### src/hdl/iea_pkg.sv
// Shared types and constants for the insertable element array.
`default_nettype none

package iea_pkg;

   localparam int WORD_W  = 32;
   localparam int INDEX_W = 4;
   localparam int OP_W    = 3;
   localparam int COUNT_W = 5;
   localparam int STAT_W  = 2;
   localparam int START_W = 5;

   localparam logic [OP_W-1:0] OP_APPEND    = 3'd0;
   localparam logic [OP_W-1:0] OP_READ      = 3'd1;
   localparam logic [OP_W-1:0] OP_OVERWRITE = 3'd2;
   localparam logic [OP_W-1:0] OP_ERASE     = 3'd3;
   localparam logic [OP_W-1:0] OP_INSERT    = 3'd4;
   localparam logic [OP_W-1:0] OP_RESTART   = 3'd5;

   localparam logic [STAT_W-1:0] ST_OK    = 2'd0;
   localparam logic [STAT_W-1:0] ST_RANGE = 2'd1;
   localparam logic [STAT_W-1:0] ST_FULL  = 2'd2;

   localparam logic [WORD_W-1:0] EMPTY_WORD = 32'hFFFF_FFFF;

   typedef struct packed {
      logic              wr_count;
      logic              wr_index;
      logic              shift_down;
      logic              shift_up;
      logic              clear;
      logic [WORD_W-1:0] value;
   } cell_cmd_type;

   typedef struct packed {
      logic signed [WORD_W-1:0] read_value;
      logic [COUNT_W-1:0]       element_count;
      logic [STAT_W-1:0]        status;
   } result_type;

endpackage

`default_nettype wire

### src/hdl/iea_cell.sv
// One storage cell of the element chain, moving its word with its neighbors.
`default_nettype none

module iea_cell import iea_pkg::*; #(
   parameter int POS = 0,
   parameter int WW  = 5
) (
   input  wire logic              clock,
   input  wire logic              reset,
   input  wire cell_cmd_type      cmd,
   input  wire logic [WW-1:0]     idx_ext,
   input  wire logic [WW-1:0]     cnt_ext,
   input  wire logic [WORD_W-1:0] left_word,
   input  wire logic [WORD_W-1:0] right_word,
   output logic      [WORD_W-1:0] word
);

   localparam logic [WW-1:0] MY_POS = WW'(POS);

   logic [WORD_W-1:0] word_ff;
   logic [WORD_W-1:0] word_in;

   always_comb begin
      word_in = word_ff;
      if (cmd.clear) begin
         word_in = EMPTY_WORD;
      end else if (cmd.wr_count && (cnt_ext == MY_POS)) begin
         word_in = cmd.value;
      end else if (cmd.wr_index && (idx_ext == MY_POS)) begin
         word_in = cmd.value;
      end else if (cmd.shift_down && (MY_POS >= idx_ext)) begin
         word_in = right_word;
      end else if (cmd.shift_up && (MY_POS > idx_ext)) begin
         word_in = left_word;
      end else if (cmd.shift_up && (MY_POS == idx_ext)) begin
         word_in = cmd.value;
      end
   end

   always_ff @(posedge clock) begin
      if (reset) begin
         word_ff <= EMPTY_WORD;
      end else begin
         word_ff <= word_in;
      end
   end

   assign word = word_ff;

endmodule

`default_nettype wire

### src/hdl/iea_ctrl.sv
// Operation decode, element count and start count register for the array.
`default_nettype none

module iea_ctrl import iea_pkg::*; #(
   parameter int CAPACITY = 16,
   parameter int CW       = 5
) (
   input  wire logic               clock,
   input  wire logic               reset,
   input  wire logic               accept,
   input  wire logic [OP_W-1:0]    operation,
   input  wire logic [INDEX_W-1:0] index,
   input  wire logic [WORD_W-1:0]  value,
   input  wire logic [WORD_W-1:0]  rd_word,
   input  wire logic               csr_valid,
   input  wire logic [START_W-1:0] csr_data,
   output cell_cmd_type            cmd,
   output logic      [CW-1:0]      count_q,
   output result_type              result
);

   localparam int VW = (CW > INDEX_W) ? CW : INDEX_W;
   localparam int SW = (CW > START_W) ? CW : START_W;
   localparam logic [CW-1:0] CAP_C = CW'(CAPACITY);
   localparam logic [SW-1:0] CAP_S = SW'(CAPACITY);
   localparam logic [CW-1:0] ONE_C = CW'(1);

   logic [CW-1:0]      count_ff;
   logic [CW-1:0]      count_in;
   logic [START_W-1:0] start_ff;
   logic [SW-1:0]      start_ext;
   logic               in_range;
   logic               full;
   cell_cmd_type       cmd_raw;
   logic [WORD_W-1:0]  rd_val;
   logic [STAT_W-1:0]  stat;

   assign in_range  = VW'(index) < VW'(count_ff);
   assign full      = count_ff == CAP_C;
   assign start_ext = SW'(start_ff);

   always_comb begin
      cmd_raw       = '0;
      cmd_raw.value = value;
      count_in      = count_ff;
      rd_val        = '0;
      stat          = ST_OK;
      case (operation)
         OP_APPEND: begin
            if (full) begin
               stat = ST_FULL;
            end else begin
               cmd_raw.wr_count = 1'b1;
               count_in         = count_ff + ONE_C;
            end
         end
         OP_READ: begin
            if (in_range) begin
               rd_val = rd_word;
            end else begin
               rd_val = EMPTY_WORD;
               stat   = ST_RANGE;
            end
         end
         OP_OVERWRITE: begin
            if (in_range) begin
               cmd_raw.wr_index = 1'b1;
            end else begin
               stat = ST_RANGE;
            end
         end
         OP_ERASE: begin
            if (in_range) begin
               cmd_raw.shift_down = 1'b1;
               count_in           = count_ff - ONE_C;
            end else begin
               stat = ST_RANGE;
            end
         end
         OP_INSERT: begin
            if (!in_range) begin
               stat = ST_RANGE;
            end else if (full) begin
               stat = ST_FULL;
            end else begin
               cmd_raw.shift_up = 1'b1;
               count_in         = count_ff + ONE_C;
            end
         end
         OP_RESTART: begin
            cmd_raw.clear = 1'b1;
            count_in      = (start_ext > CAP_S) ? CAP_C : CW'(start_ext);
         end
         default: begin
         end
      endcase
   end

   always_comb begin
      cmd            = cmd_raw;
      cmd.wr_count   = cmd_raw.wr_count & accept;
      cmd.wr_index   = cmd_raw.wr_index & accept;
      cmd.shift_down = cmd_raw.shift_down & accept;
      cmd.shift_up   = cmd_raw.shift_up & accept;
      cmd.clear      = cmd_raw.clear & accept;
   end

   always_ff @(posedge clock) begin
      if (reset) begin
         count_ff <= '0;
         start_ff <= '0;
      end else begin
         if (accept) begin
            count_ff <= count_in;
         end
         if (csr_valid) begin
            start_ff <= csr_data;
         end
      end
   end

   assign count_q              = count_ff;
   assign result.read_value    = rd_val;
   assign result.element_count = COUNT_W'(count_in);
   assign result.status        = stat;

endmodule

`default_nettype wire

### src/hdl/insertable_element_array.sv
// Top level of the insertable element array: cell chain, read select and result register.
//
// The block keeps an ordered array of up to CAPACITY signed 32-bit elements.
// Items enter on the req_ channel: req_tuser carries the operation, req_tdata
// the index and value. Each item gives exactly one result item on the rsp_
// channel with the read value, the element count after the operation and a
// status code. Insert and erase move the elements from the index on in the
// same cycle, since each cell loads from its left or right neighbor at once.
// rsp_tvalid rises in the cycle after acceptance; the block takes one
// item per cycle, set by the single result register, as long as results are
// taken. When the receiver stalls, the result waits in its register and
// req_tready drops until it is taken, so a single item can be held back.
// The csr_ channel writes the start count used by restart; it is always
// ready and is meant to be written while no item is in flight.
// Reset clears the count and the start count, fills every element with -1
// and empties the result register, all in the reset cycle.
`default_nettype none

module insertable_element_array import iea_pkg::*; #(
   parameter int CAPACITY = 16
) (
   input  wire logic         clock,
   input  wire logic         reset,
   input  wire logic         req_tvalid,
   output logic              req_tready,
   input  wire logic [39:0]  req_tdata,  // index[3:0], value[35:4], zero pad
   input  wire logic [2:0]   req_tuser,  // operation[2:0]
   output logic              rsp_tvalid,
   input  wire logic         rsp_tready,
   output logic      [39:0]  rsp_tdata,  // read_value[31:0], element_count[36:32], zero pad
   output logic      [1:0]   rsp_tuser,  // status[1:0]
   input  wire logic         csr_valid,
   output logic              csr_ready,
   input  wire logic [4:0]   csr_data    // start_count[4:0]
);

   localparam int CW     = $clog2(CAPACITY + 1);
   localparam int WW     = (CW > INDEX_W) ? CW : INDEX_W;
   localparam int RD_N   = 1 << INDEX_W;

   logic                accept;
   cell_cmd_type        cmd;
   logic [CW-1:0]       count_q;
   result_type          result;
   logic [WORD_W-1:0]   cell_word [CAPACITY];
   logic [WORD_W-1:0]   rd_tab [RD_N];
   logic [WORD_W-1:0]   rd_word;
   logic [INDEX_W-1:0]  req_index;
   logic [WORD_W-1:0]  req_value;
   logic [WW-1:0]       idx_ext;
   logic [WW-1:0]       cnt_ext;

   logic                rsp_valid_ff;
   result_type          rsp_ff;

   assign req_index  = req_tdata[INDEX_W-1:0];
   assign req_value  = req_tdata[INDEX_W+WORD_W-1:INDEX_W];
   assign req_tready = !rsp_valid_ff || rsp_tready;
   assign accept     = req_tvalid && req_tready;
   assign csr_ready  = 1'b1;
   assign idx_ext    = WW'(req_index);
   assign cnt_ext    = WW'(count_q);

   iea_ctrl #(
      .CAPACITY (CAPACITY),
      .CW       (CW)
   ) u_ctrl (
      .clock     (clock),
      .reset     (reset),
      .accept    (accept),
      .operation (req_tuser),
      .index     (req_index),
      .value     (req_value),
      .rd_word   (rd_word),
      .csr_valid (csr_valid),
      .csr_data  (csr_data),
      .cmd       (cmd),
      .count_q   (count_q),
      .result    (result)
   );

   for (genvar i = 0; i < CAPACITY; i++) begin : g_cell
      logic [WORD_W-1:0] left_word;
      logic [WORD_W-1:0] right_word;

      if (i == 0) begin : g_first
         assign left_word = EMPTY_WORD;
      end else begin : g_left
         assign left_word = cell_word[i-1];
      end
      if (i == CAPACITY - 1) begin : g_last
         assign right_word = EMPTY_WORD;
      end else begin : g_right
         assign right_word = cell_word[i+1];
      end

      iea_cell #(
         .POS (i),
         .WW  (WW)
      ) u_cell (
         .clock      (clock),
         .reset      (reset),
         .cmd        (cmd),
         .idx_ext    (idx_ext),
         .cnt_ext    (cnt_ext),
         .left_word  (left_word),
         .right_word (right_word),
         .word       (cell_word[i])
      );
   end

   for (genvar j = 0; j < RD_N; j++) begin : g_rd
      if (j < CAPACITY) begin : g_used
         assign rd_tab[j] = cell_word[j];
      end else begin : g_unused
         assign rd_tab[j] = EMPTY_WORD;
      end
   end

   assign rd_word = rd_tab[req_index];

   always_ff @(posedge clock) begin
      if (reset) begin
         rsp_valid_ff <= 1'b0;
      end else if (accept) begin
         rsp_valid_ff <= 1'b1;
      end else if (rsp_tready) begin
         rsp_valid_ff <= 1'b0;
      end
   end

   always_ff @(posedge clock) begin
      if (accept) begin
         rsp_ff <= result;
      end
   end

   assign rsp_tvalid = rsp_valid_ff;
   assign rsp_tdata  = {3'b000, rsp_ff.element_count, rsp_ff.read_value};
   assign rsp_tuser  = rsp_ff.status;

endmodule

`default_nettype wire

### config.mk
export PLATFORM = sky130hd
export DESIGN_NAME = insertable_element_array
export DESIGN_NICKNAME = d
export VERILOG_FILES = /design/src/hdl/iea_pkg.sv /design/src/hdl/iea_cell.sv /design/src/hdl/iea_ctrl.sv /design/src/hdl/insertable_element_array.sv
export SDC_FILE = /design/constraint.sdc
export NUM_CORES = 2
export LEC_CHECK = 0
export ABC_AREA = 1
export BUFFER_PORTS_ARGS = -buffer_cell sky130_fd_sc_hd__buf_2
export CELL_PAD_IN_SITES_DETAIL_PLACEMENT = 1
export CELL_PAD_IN_SITES_GLOBAL_PLACEMENT = 2
export CORE_UTILIZATION = 34
export CTS_CLUSTER_DIAMETER = 40
export CTS_CLUSTER_SIZE = 8
export DETAILED_ROUTE_END_ITERATION = 8
export HOLD_SLACK_MARGIN = 0.06
export PLACE_DENSITY_LB_ADDON = 0.1
export SYNTH_ARGS = -nofsm -noshare
export SYNTH_HDL_FRONTEND = slang
export SYNTH_SLANG_ARGS = --single-unit
### constraint.sdc
create_clock -name clock -period 3.5 [get_ports clock]
set_input_delay 0.175 -clock clock [delete_from_list [all_inputs] [get_ports clock]]
set_output_delay 0.175 -clock clock [all_outputs]
set_load 0.1 [all_outputs]
### Yosys cells after proc, flatten, opt, wreduce, memory -nomap -nowiden

Cells that the tools add are included.

* input port bits: 53
* register bits: 562
* word-level logic and storage cells: 324
* output and inout port bits: 45

* reductions and logical operators: 105
* add/subtract/negate cells: 2
* magnitude comparators: 35
* bitwise operators: 6
* eq/ne operators: 51
* muxes and demuxes: 103

Operator list (count)
* $mux W32: 83
* $bmux W32 S4: 1
* $logic_and A1 B1 Y1: 81
* $reduce_bool A5 Y1: 16
* $eq A5 B4 Y1 const B: 8
* $eq A4 B4 Y1 const A: 8
* $eq A4 B4 Y1 const B: 8
* $ge A4 B4 Y1 const A: 8
* $gt A4 B4 Y1 const A: 8
* $eq A5 B3 Y1 const B: 4
* $mux W5: 4
* $pmux W5 S4: 1
* $eq A3 B4 Y1 const A: 4
* $eq A4 B3 Y1 const B: 4
* $ge A3 B4 Y1 const A: 4
* $gt A3 B4 Y1 const A: 4
* $mux W1: 11
* $eq A5 B2 Y1 const B: 2
* $logic_not A5 Y1: 2
* $eq A2 B4 Y1 const A: 2
* $eq A4 B2 Y1 const B: 2
* $ge A1 B4 Y1 const A: 2
* $ge A2 B4 Y1 const A: 2
* $gt A1 B4 Y1 const A: 2
* other kinds (23): 31

### Logic depth before layout (Yosys ltp)

* depth after elaboration: 11
* mapped depth: 17
* gate-level depth less buffers: 14

### Modules after synthesis

Synthesis repeated with hierarchy kept, for this count alone.

* cells, all modules: 8997
* area total of the unflattened synthesis: 49841.6 um2

By module, submodules not included
* insertable_element_array: cells an instance 1600, area each 7858.8 um2, sequential area each 1191.1 um2, times used 1
* iea_cell at g_cell[11].u_cell: cells an instance 447, area each 2747.6 um2, sequential area each 640.6 um2, times used 1
* iea_cell at g_cell[12].u_cell: cells an instance 449, area each 2735.1 um2, sequential area each 640.6 um2, times used 1
* iea_cell at g_cell[1].u_cell: cells an instance 503, area each 2686.3 um2, sequential area each 640.6 um2, times used 1
* iea_cell at g_cell[3].u_cell: cells an instance 480, area each 2622.5 um2, sequential area each 640.6 um2, times used 1
* iea_cell at g_cell[14].u_cell: cells an instance 475, area each 2600.0 um2, sequential area each 640.6 um2, times used 1
* iea_cell at g_cell[10].u_cell: cells an instance 478, area each 2560.0 um2, sequential area each 640.6 um2, times used 1
* iea_cell at g_cell[5].u_cell: cells an instance 451, area each 2546.2 um2, sequential area each 640.6 um2, times used 1
* iea_cell at g_cell[15].u_cell: cells an instance 445, area each 2521.2 um2, sequential area each 640.6 um2, times used 1
* iea_cell at g_cell[2].u_cell: cells an instance 443, area each 2481.1 um2, sequential area each 640.6 um2, times used 1
* iea_cell at g_cell[7].u_cell: cells an instance 434, area each 2469.9 um2, sequential area each 640.6 um2, times used 1
* iea_cell at g_cell[9].u_cell: cells an instance 466, area each 2469.9 um2, sequential area each 640.6 um2, times used 1
* iea_cell at g_cell[13].u_cell: cells an instance 443, area each 2461.1 um2, sequential area each 640.6 um2, times used 1
* iea_cell at g_cell[4].u_cell: cells an instance 410, area each 2456.1 um2, sequential area each 640.6 um2, times used 1
* +4 rows

### Worst setup path after synthesis

OpenSTA, ideal clock, no wires.

* path kind: register to register
* from: reg rsp_valid_ff, in the netlist rsp_tvalid
* to: reg g_cell[14].u_cell.word_ff[10]
* buffers on the path: 3
* data required time: 3.366 ns
* period minus slack after synthesis: 3.355 ns
* stages on the path, launching flop included: 10
* library setup time: 0.134 ns
* arrival: 3.222 ns
* setup slack: 0.145 ns
* path through: dfxtp_1 a21oi_4 clkbuf_1 nand4_1 buf_2 buf_1 nand3_1 nand2_1 nand2_1 nand3_1

* cells in the longest elaborated chain, start to end: 9
* elaborated cells on any way between the ends: 19
* those cells by class: mux (4); bitwise (5); reduce/logical (10)

RTL lines
* from (decl): RTL line insertable_element_array.sv:53 `logic rsp_valid_ff;`
* from (signal assigned): RTL line insertable_element_array.sv:124 `rsp_valid_ff <= 1'b0;`
* from (signal assigned): RTL line insertable_element_array.sv:126 `rsp_valid_ff <= 1'b1;`
* from (signal assigned): RTL line insertable_element_array.sv:128 `rsp_valid_ff <= 1'b0;`
* $logic_not A1 Y1 (*): RTL line insertable_element_array.sv:58 `assign req_tready = !rsp_valid_ff || rsp_tready;`
* $logic_or A1 B1 Y1 (*): RTL line insertable_element_array.sv:58
* $logic_and A1 B1 Y1 (*): RTL line insertable_element_array.sv:59 `assign accept = req_tvalid && req_tready;`
* via accept: RTL line insertable_element_array.sv:41 `logic accept;`
* $and A1 B1 Y1: RTL line iea_ctrl.sv:104 `cmd.shift_up = cmd_raw.shift_up & accept;`
* $logic_and A1 B1 Y1: RTL line iea_cell.sv:33 `end else if (cmd.shift_up && (MY_POS > idx_ext)) begin`
* $mux W32: RTL line iea_cell.sv:33
* $mux W32: RTL line iea_cell.sv:31 `end else if (cmd.shift_down && (MY_POS >= idx_ext)) begin`
* $mux W32: RTL line iea_cell.sv:29 `end else if (cmd.wr_index && (idx_ext == MY_POS)) begin`
* $mux W32: RTL line iea_cell.sv:27 `end else if (cmd.wr_count && (cnt_ext == MY_POS)) begin`
* to (signal assigned): RTL line iea_cell.sv:44 `word_ff <= word_in;`
* to (decl): RTL line iea_cell.sv:20 `logic [WORD_W-1:0] word_ff;`

Mark *: on every way through the listed nets, which the timed path passes. The rest lies on a longest branch.
A chain may end at the register's enable or synchronous reset.

### Worst setup path in the final report

* from: reg u_ctrl.count_ff[1], in the netlist u_ctrl.count_q[1]
* to: reg g_cell[1].u_cell.word_ff[14]

* cells in the longest elaborated chain, start to end: 10
* elaborated cells on any way between the ends: 24
* those cells by class: order compare (1); eq/ne (2); mux (11); bitwise (4); reduce/logical (6)

RTL lines
* from (decl): RTL line iea_ctrl.sv:28 `logic [CW-1:0] count_ff;`
* from (signal assigned): RTL line iea_ctrl.sv:114 `count_ff <= count_in;`
* branches (longest 10 deep; another with $lt A4 B5 Y1)
* to (signal assigned): RTL line iea_cell.sv:44
* to (decl): RTL line iea_cell.sv:20

Several ways; the timed one is not identified.

==> reports/qor.yml <==
cts:
  cts.clk_slew.worst_paths_ps: 40
  cts_root_buf: "clkbuf_16"
  cts_tree: "done"
  cts.sinks: 562
  clk_latency_ps: 780
  htree_levels: 4
  post_cts_buffers: 0
  cts_resized: 0
  cts_buffer_depth: 3
  cts-buffers-inserted: 145
logic_synthesis:
  synth_cells: 6620
  synth_edf_count: 39
  synthAdderAreaFrac_pct: 0.295
  ys_warn_count: 0
  synth-xor-area-share_pct: 0.0458
  synth_compound_area_share_pct: 8.01
  synth_top_flop_cell: "dfxtp_1"
  ys_async_sr_fraction_pct: 0
  synth_cell_types: 41
  synth_top_family_by_area: "simple AND/OR/NAND/NOR gates"
  syn_area_sq_mm: 0.0382
  synth_simple_gate_area_share_pct: 48.7
  synth_area_per_cell_sq_um: 5.77
  synthMuxAreaShare_pct: 0
  synth-seq-cells: 562
  ys_seq_area_share_pct: 30.5
worst_setup_path:
  crit_start: "u_ctrl.count_q[1]"
  worst_path_most_repeated_cell: "nand3_1"
  critPathBufInv: 3
  cp_max_fo: 17
  crit_family: "simple AND/OR/NAND/NOR gates"
  crit_path_top_delay_cell: "nor2_2"
  reg2reg_to: "g_cell[1].u_cell.word[14]"
  r2r_cells: 12
  crit_chain: "inv_1 -> ha_1 -> nand3_4 -> nand2_1 -> nor2_1 -> buf_4 -> nand3_1 -> nand3_1 -> nor2_2 -> buf_4 -> nand2_1 -> nand3_1"
  endpoint_kind: "flip-flop"
  cpPeakStageDelay_ps: 1030
  critPathLaunchType: "flip-flop"
  reg2reg_from: "u_ctrl.count_q[1]"
  worstPathArrival_ps: 3920
  crit_required_ps: 4200
  r2r_slack_ps: 280
  crit_type: "flip-flop to flip-flop"
pwr:
  swShare_pct: 29.7
  switchingPower_mw: 7.28
  power_frac_clock_pct: 56.9
  power_density_mw_per_mm2: 530
  seq_power_share_pct: 28.4
  ir_drop_uv: 500
  power_frac_comb_pct: 14.7
  p_leak_nw: 26.0
  p_int_mw: 17.2
sta:
  tns_ps: 0
  fmaxAchievable_ghz: 0.310
  drv_slew: 0
  fin_skew_ps: 26.8
  finalSetupViolCount: 0
  hold_viol: 0
  period_share_pct: 92.1
  slew_headroom_pct: 8.05
  min_period_ps: 3220
  tightest_slew_ps: 1380
  rsz0062_at_grt: "no"
routing:
  num_vias: 47900
  ant_nets: 0
  routed_wl_mm: 227
  drc: 0
  firstDrtPassIters: 7
  drt_iter0_markers: 5154
  via_per_inst: 5.81
  wire_per_inst_um: 27.5
floorplan:
  die_w_um: 337
  io_pins: 98
  die_area_sq_mm: 0.114
  start_util_pct: 34.4
  fp.dieH_um: 337
  core_area_sq_mm: 0.111
  num_rows: 122
placed_design:
  hpwl_mm: 155
  place.gp.congestion: 0.986
  portBuffers: 89
hold_path:
  hold_path_startpoint: "req_tuser[0]"
  hold_end: "rsp_tuser[0]"
  hold_path.class: "input pin to flip-flop"
  hold_depth: 6
cells_and_area:
  fillCellCount: 15000
  final_cell_mix: "2,518 x nand2_1, 1,510 x nand3_1, 595 x inv_1"
  drive_gt1_share_pct: 10.1
  fin_util_pct: 41.6
  num-nets-final: 6700
  area_delta_synth_final_pct: 21.1
  final_common_cell: "nand2_1"
run:
  drv_cap: 0
grt:
  grt_max_degree: 89
  antenna_found_initial: 11
  grt_pass1_vias: 45800
  grt_pass1_wl_mm: 327
  grt_usage_pct: 39.1
  overflow: 0
outcome:
  status: "completed"
-- kinds of logic after synthesis --
family	Yosys count
buffers and inverters	1189
adders and majority gates	9
xor gates and xnor gates	2
and+or+nand+nor	4322
other	2
AOI/OAI and AO/OA	534
DFF	562
-- worst max path at each step --
stage / slack, ps / depth (start not counted) / endpoint
after floorplan: 140 / 9 / g_cell[14].u_cell.word[10]
after global placement: 450 / 14 / g_cell[12].u_cell.word[16]
after detailed placement: 410 / 14 / g_cell[12].u_cell.word[11]
after CTS: 370 / 12 / g_cell[1].u_cell.word[14]
after global routing: 60 / 15 / g_cell[12].u_cell.word[15]
final: 280 / 12 / g_cell[1].u_cell.word[14]
-- cells in the mapped netlist (2+ instances only) --
cell type / count / area share [%]
xor2_1: 2 / 0.046
dfxtp_1: 523 / 27
or2_2: 2 / 0.033
clkinv_1: 9 / 0.088
nand3b_1: 2 / 0.039
and3_1: 5 / 0.082
buf_1: 71 / 0.70
nand4_2: 3 / 0.098
inv_2: 27 / 0.27
nor2_2: 16 / 0.26
a21oi_1: 130 / 1.7
nor2_1: 98 / 0.96
nand2_2: 5 / 0.082
buf_4: 12 / 0.24
buf_2: 202 / 2.6
a22oi_1: 29 / 0.57
o221ai_1: 6 / 0.14
nor3_1: 19 / 0.25
edfxtp_1: 39 / 3.1
nand2_1: 2528 / 25
nand4_1: 122 / 2.0
nand3_1: 1512 / 20
or3_1: 2 / 0.033
nand3_2: 2 / 0.052
o22ai_1: 171 / 2.8
o21ai_0: 176 / 2.3
o21ai_2: 2 / 0.046
inv_1: 598 / 5.9
clkbuf_1: 269 / 2.6
conb_1: 2 / 0.020
nor2_4: 3 / 0.088
o2111ai_1: 4 / 0.092
ha_1: 9 / 0.29
a22o_1: 12 / 0.27
o21ai_1: 2 / 0.026
-- tightest hold or removal path, stage by stage --
cell and delay (ps):
buf_2 130, inv_2 50, nand2_2 120, nor2_2 100, inv_1 90, a21oi_1 80
-- cell type report --
class                           instances  area [sq um]  area share (%)
Timing Repair Buffer                  424          3470            7.51
Clock buffer                          203          4260            9.20
Multi-Input combinational cell       4871         21900            47.4
Tap cell                             1488          1860            4.02
Antenna cell                            3          7.51          0.0162
Clock inverter                         57           718            1.55
Inverter                              634          2390            5.16
Sequential cell                       562         11600            25.2
-- through the flow --
step	hold WS, ps	instances	cell area (sq um)	total power [mW]	setup WS (ps)
final	153	8242	46300	24.5	276
after global routing	147	8239	46300	25.1	59.2
after CTS	91.3	8239	46300	24.5	371
after detailed placement	409	7924	40700	10.5	409
after global placement	395	7924	40700	10.5	451
after floorplan	244	6622	38200	9.00	145
-- what timing repair did --
action,CTS,global route
hold endpoints to repair,107,0
setup endpoints to repair,0,0
hold buffers,55,0
-- state kept, by name, summed over array words and instances (netlist names) --
name                flops
rsp_tvalid              1
g_cell.u_cell.word    512
rsp_tuser               2
rsp_tdata              37
u_ctrl.start_ext        5
u_ctrl.count_q          5
-- layer usage --
metal / GRT usage [%] / vias up / share of wire (%)
met5: 0 / - / 0.0093
met1: 52.6 / 23600 / 43
met3: 7.98 / 464 / 9.0
met4: 19.6 / 4 / 5.2
li1: - / 21500 / -
met2: 59.1 / 2226 / 43
-- power by group through the flow --
stage | clock network [mW] | registers [mW] | logic, mW
3_5_place_dp | 0 | 7.07 | 3.44
4_1_cts | 14.1 | 6.96 | 3.50
6_report | 14.0 | 6.97 | 3.59
2_1_floorplan | 0 | 7.21 | 1.79
3_3_place_gp | 0 | 7.07 | 3.40
5_1_grt | 14.4 | 6.98 | 3.79
(Power assumes the default switching activity.)
